File: src/rtl/ppp_pkg.sv
// Shared constants, types and helpers for the point perspective projection block.
`default_nettype none
package ppp_pkg;
   localparam int SCREEN_WIDTH  = 800;
   localparam int SCREEN_HEIGHT = 600;

   localparam int FIX_W      = 32;
   localparam int PAIR_W     = 64;
   localparam int CSR_IDX_W  = 3;
   localparam int CAM_W      = 50;
   localparam int MAG_W      = CAM_W - 1;
   localparam int SCALE_W    = $clog2(((SCREEN_WIDTH > SCREEN_HEIGHT) ?
                                       SCREEN_WIDTH : SCREEN_HEIGHT) + 1);
   localparam int PROD_W     = MAG_W + SCALE_W;
   localparam int SPLIT_W    = 30;
   localparam int HI_W       = PROD_W - SPLIT_W;
   localparam int NUM_W      = PROD_W + FIX_W + 1;
   localparam int DEN_W      = CAM_W;
   localparam int QUO_W      = 34;
   localparam int TOP_W      = NUM_W - QUO_W;
   localparam int QSUM_W     = QUO_W + 3;
   localparam int QDEPTH     = 4;
   localparam int QPTR_W     = $clog2(QDEPTH);
   localparam int QCNT_W     = $clog2(QDEPTH + 1);
   localparam int NEAR_LIMIT = 65;

   localparam logic [CSR_IDX_W-1:0] CSR_ROW0_FIRST  = 3'd0;
   localparam logic [CSR_IDX_W-1:0] CSR_ROW0_SECOND = 3'd1;
   localparam logic [CSR_IDX_W-1:0] CSR_ROW1_FIRST  = 3'd2;
   localparam logic [CSR_IDX_W-1:0] CSR_ROW1_SECOND = 3'd3;
   localparam logic [CSR_IDX_W-1:0] CSR_ROW2_FIRST  = 3'd4;
   localparam logic [CSR_IDX_W-1:0] CSR_ROW2_SECOND = 3'd5;
   localparam logic [CSR_IDX_W-1:0] CSR_FOCAL       = 3'd6;

   typedef logic signed [CAM_W-1:0] cam_type;

   typedef struct packed {
      logic [PAIR_W-1:0] row0_first;
      logic [PAIR_W-1:0] row0_second;
      logic [PAIR_W-1:0] row1_first;
      logic [PAIR_W-1:0] row1_second;
      logic [PAIR_W-1:0] row2_first;
      logic [PAIR_W-1:0] row2_second;
   } matrix_type;

   typedef struct packed {
      cam_type cx;
      cam_type cy;
      cam_type cz;
   } entry_type;

   typedef struct packed {
      logic             visible;
      logic             neg_x;
      logic             neg_y;
      logic [FIX_W-1:0] depth;
   } tag_type;

   function automatic logic [FIX_W-1:0] sat_cam(input cam_type v);
      logic [FIX_W-1:0] r;
      if (v > cam_type'(64'sd2147483647)) r = 32'h7fff_ffff;
      else if (v < cam_type'(-64'sd2147483648)) r = 32'h8000_0000;
      else r = v[FIX_W-1:0];
      return r;
   endfunction

   function automatic logic [FIX_W-1:0] sat_screen(input logic signed [QSUM_W-1:0] v);
      logic [FIX_W-1:0] r;
      if (v > QSUM_W'(64'sd2147483647)) r = 32'h7fff_ffff;
      else if (v < QSUM_W'(-64'sd2147483648)) r = 32'h8000_0000;
      else r = v[FIX_W-1:0];
      return r;
   endfunction
endpackage
`default_nettype wire

File: src/rtl/ppp_queue.sv
// Short queue between the front end and the projection back end.
`default_nettype none
module ppp_queue
   import ppp_pkg::*;
(
   input  wire logic               clock,
   input  wire logic               reset,
   input  wire logic               push,
   input  wire entry_type          push_entry,
   input  wire logic               pop,
   output logic                    pop_valid,
   output entry_type               pop_entry,
   output logic [QCNT_W-1:0]       count
);
   entry_type             slot_ff [QDEPTH];
   logic [QPTR_W-1:0]     wr_ff, rd_ff;
   logic [QCNT_W-1:0]     count_ff;
   logic                  do_pop;

   assign pop_valid = (count_ff != '0);
   assign pop_entry = slot_ff[rd_ff];
   assign count     = count_ff;
   assign do_pop    = pop && pop_valid;

   always_ff @(posedge clock) begin
      if (reset) begin
         wr_ff    <= '0;
         rd_ff    <= '0;
         count_ff <= '0;
      end else begin
         if (push) wr_ff <= wr_ff + 1'b1;
         if (do_pop) rd_ff <= rd_ff + 1'b1;
         if (push && !do_pop) count_ff <= count_ff + 1'b1;
         else if (!push && do_pop) count_ff <= count_ff - 1'b1;
      end
   end

   always_ff @(posedge clock) begin
      if (push) slot_ff[wr_ff] <= push_entry;
   end

   assert property (@(posedge clock) disable iff (reset) count_ff <= QCNT_W'(QDEPTH))
      else $error("queue count beyond depth");
   assert property (@(posedge clock) disable iff (reset)
      push |-> (count_ff < QCNT_W'(QDEPTH)) || do_pop)
      else $error("push into full queue");
endmodule
`default_nettype wire

File: config.mk
export PLATFORM = sky130hd
export DESIGN_NAME = ppp_queue
export DESIGN_NICKNAME = d
export VERILOG_FILES = /design/src/rtl/ppp_pkg.sv /design/src/rtl/ppp_queue.sv
export SDC_FILE = /design/constraint.sdc
export NUM_CORES = 1
export LEC_CHECK = 0
export ABC_AREA = 1
export BUFFER_PORTS_ARGS = -buffer_cell sky130_fd_sc_hd__buf_4
export CORE_MARGIN = 10
export CORE_UTILIZATION = 52
export CTS_CLUSTER_DIAMETER = 40
export DETAILED_ROUTE_END_ITERATION = 6
export GPL_ROUTABILITY_DRIVEN = 0
export HOLD_SLACK_MARGIN = 0.1
export PLACE_DENSITY = 0.8
export SYNTH_ARGS = -nofsm -noshare
export SYNTH_HDL_FRONTEND = slang
export SYNTH_SLANG_ARGS = --single-unit
export TNS_END_PERCENT = 30
File: constraint.sdc
create_clock -name clock -period 4.1 [get_ports clock]
set_input_delay 0.82 -clock clock [delete_from_list [all_inputs] [get_ports clock]]
set_output_delay 0.82 -clock clock [all_outputs]
set_load 0.05 [all_outputs]
* Yosys cells after proc, flatten, opt, wreduce, memory -nomap -nowiden
Memories as Yosys holds them, arrays and structs flattened. A register that Yosys moved wholly into a read port is not among the register bits. Cells that the tools add are included. W data, S select, Z words.
Operators by class: $add $sub $neg 4, $mul 0, div/mod/pow operators 0, $lt $le $gt $ge 0, equal/unequal tests 0, shift-type cells 0, muxes and demuxes 6, bitwise logic cells 0, reductions and logical operators 7
Operators by type and width (number):
- $mux W3 | 2
- $add A2 B1 Y2 const B | 2
- $mux W2 | 2
- $add A3 B1 Y3 const B | 1
- $logic_and A1 B1 Y1 | 3
- $reduce_bool A3 Y1 | 1
- $sub A3 B1 Y3 const B | 1
- $logic_not A1 Y1 | 2
- $mux W1 | 2
- $reduce_bool A2 Y1 | 1
Storage, ports and cells: register bits 7, bits in latches 0, RAM bits 600, memory bits (read-only) 0, bits of input ports 154, output and inout bits 154, memories 1
Memory list:
- slot_ff | depth 4, width 150, read ports 1, clocked after Yosys merged registers in 1, wr ports 1, RTL line ppp_queue.sv:15 | entry_type slot_ff [QDEPTH];

* Depth between registers and ports, before layout
depth after elaboration 5, gate-level depth with buffers 12, mapped depth without buffers 12

* Worst setup path after synthesis
Ideal clock, no wire load.
path type input-to-reg, start input port push, end memory slot_ff[2][0] (netlist name), enable pin, library setup time 0.503 ns, data arrival time 3.739 ns, setup slack -0.142 ns, cell stages on the path 2, cells stage by stage nand2_1 -> inv_1
On the way: cells in the longest elaborated chain, start to end 2
RTL lines:
- start: declaration | RTL line ppp_queue.sv:8 | input wire logic push,
- $mux W1 | RTL line ppp_queue.sv:39 | if (push) slot_ff[wr_ff] <= push_entry;
- $mux W1 (not written as such) | RTL line ppp_queue.sv:39
- end: declaration | RTL line ppp_queue.sv:15
No other way between the ends.

==> results.cfg <==
[hold_path]
worst_hold_startpoint = push_entry[130]
worst_hold_path_type = in2reg
worstHoldEndpoint = slot_ff[2][130]$_DFFE_PP_
holdPathStages = 1

[synthesis]
yosysSeqAreaShare = 0.807
ys_ff_latch = 609
yosysUniqueCellTypes = 20
yosys.area.top_type_share = 0.799
synth_area_um2 = 22500
synth_edf_count = 600
synth_top_cell_by_area = edfxtp_1
synth_area_leaders = edfxtp_1, nor2_1, o22ai_1
async_flop_share = 0
yosysWarnings = 0
synth_cells = 1512
synth_nets = 1672
synth_ff_type = edfxtp_1
post-synth-top-count-cell = edfxtp_1
avgSynthCellArea_um2 = 14.9
synthTopCellsByCount = edfxtp_1, nor2_1, o21ai_0

[clocking]
cts_sinks = 609
cts_tree = built
clockBufferDepth = 3
postCtsResizedCells = 0
ctsHtreeMaxLevel = 3
insertion_delay_ps = 580
holdBufCountCts = 0
cts-buffers-inserted = 72
path_clk_slew_ps = 60
root_buffer = clkbuf_16
postCtsSetupRepairBufs = 0

[timing]
max_clock_freq_mhz = 278
relSlewSlack = 0.337
tightest_slew_ps = 992
rsz0062_at_grt = false
finalSetupViolations = 0
period_needed_ps = 3600
fin_crit_sh = 0.879
final-hold-violation-count = 0
skew_ps = 16.3
drv_slew = 0
fin_ws_ps = 497

[global_routing]
met1_usage = 0.236
antenna_found_initial = 4
grt_max_degree = 159
use_met3 = 0.0604
first_global_vias = 14300
busiest_layer = met2
globalRouteOverflowTotal = 0
grt_usage = 0.198
grt_util_met2 = 0.332
grt_pass1_wl_um = 81000

[power]
power_density_nw_per_um2 = 695
pwr-share-clk = 0.324
seqPwrFrac = 0.375
p_sw_uw = 6870
swShare = 0.355
p_int_uw = 12500
ir_drop_v = 0.000549
leakage_uw = 0.00976
comb_power_share = 0.302

[layout]
multiInputGateArea_um2 = 3790
area_growth_pct = 23.6
final_nets = 1978
regArea_um2 = 18200
final_area_um2 = 27900
drive_gt1_frac = 0.242
fillers = 2891

[placed_design]
dp_slack_ps = 1100
portBuffers = 307
dp_hpwl_um = 30600
dpl-instance-area_um2 = 25500

[routing]
drc_errors = 0
wl_per_cell_um = 21.7
ant_nets = 0
avgViaCountPerCell = 5.67
first_pass_iters = 5
wl_um = 53300
first_iter_violations = 1266
vias = 13900

[worst_setup_path]
cp_num_buf_inv = 3
startpoint_type = flop
worstPathRequired_ps = 3280
crit_family = buffers and inverters
setup.worst_path.class = reg2out
critical-path-max-stage-delay_ps = 640
rrSetupSlack_ps = 1810
slowest_stage = buf_4
reg2reg_depth = 4
path_cells = inv_4, buf_4, o21ai_1, o22ai_1, buf_4
cp_common_cell = buf_4
crit_arrival_ps = 2780
r2r-start = wr_ff[0]$_SDFFE_PP0P_
reg2reg_to = slot_ff[3][128]$_DFFE_PP_
end_kind = output pin
crit_fanout = 63

[run_status]
status = finished clean

[floorplan]
core_um2 = 43000
die_w_um = 228
io_pins = 308
initial_core_util = 0.525
die_h_um = 228
placementRows = 76
die_area_um2 = 52100

[job]
max_cap_violations = 0
==> power by group through the flow <==
stage	clock network (µW)	logic [µW]	registers, µW
global placement	0	5730	7370
floorplan	0	3960	7410
finish	6270	5840	7250
global route	6620	6160	7270
detailed placement	0	5840	7380
CTS	6360	5870	7250
==> metrics by stage <==
stage	hold WS, ps	TNS, ps	cells	utilization	total power [µW]
3_3_place_gp	477	0	2329	0.593	13100
5_1_grt	407	0	2456	0.648	20100
3_5_place_dp	498	0	2329	0.593	13200
4_1_cts	398	0	2456	0.648	19500
2_1_floorplan	459	-42540	1512	-	11400
6_report	434	0	2458	0.648	19400
==> registers in the layout, summed over array words and instances, names as in the netlist, named ones only <==
| signal | cells |
|---|---|
| wr_ff | 2 |
| slot_ff | 600 |
| rd_ff | 2 |
| count | 3 |
==> layout by cell type, fill, tap and decap left out, drive strengths merged <==
master      n
o22ai     150
nand2      15
nand3       3
xor2        1
clkinv     19
diode       2
clkinvlp    9
buf       330
nor2      306
clkbuf     85
ha          5
edfxtp    600
fa          1
o21ai     303
dfxtp       9
bufinv      7
inv        23
a21oi       5
==> cell type report <==
type / count / share of cell area
Sequential cell: 609 / 0.653
Multi-Input combinational cell: 789 / 0.136
Timing Repair Buffer: 330 / 0.0952
Clock buffer: 85 / 0.0687
Tap cell: 585 / 0.0263
Clock inverter: 42 / 0.0169
Inverter: 16 / 0.00314
Antenna cell: 2 / 0.000180
==> routing by layer <==
metal	vias up	wire, µm	share of wire
li1	6365	-	-
met1	6869	20500	0.39
met2	591	26600	0.50
met3	109	4710	0.088
met4	6	1450	0.027
met5	-	45	0.00084
==> logic make-up after synthesis <==
| logic type | count (synthesis) | synth area share |
|---|---|---|
| flops | 609 | 0.807 |
| fa+ha+maj | 6 | 0.00366 |
| compound gates | 458 | 0.110 |
| simple gates | 324 | 0.0541 |
| buf+inv | 114 | 0.0246 |
| xor+xnor | 1 | 0.000389 |
==> worst max-delay path by stage <==
stage	startpoint	end	cells past startpoint
finish	flop	pop_entry[139]	5
detailed placement	flop	pop_entry[139]	5
floorplan	push	slot_ff[0][0]$_DFFE_PP_	2
global route	flop	pop_entry[0]	5
global placement	flop	pop_entry[127]	5
CTS	flop	pop_entry[139]	5
(Power assumes the default switching activity.)
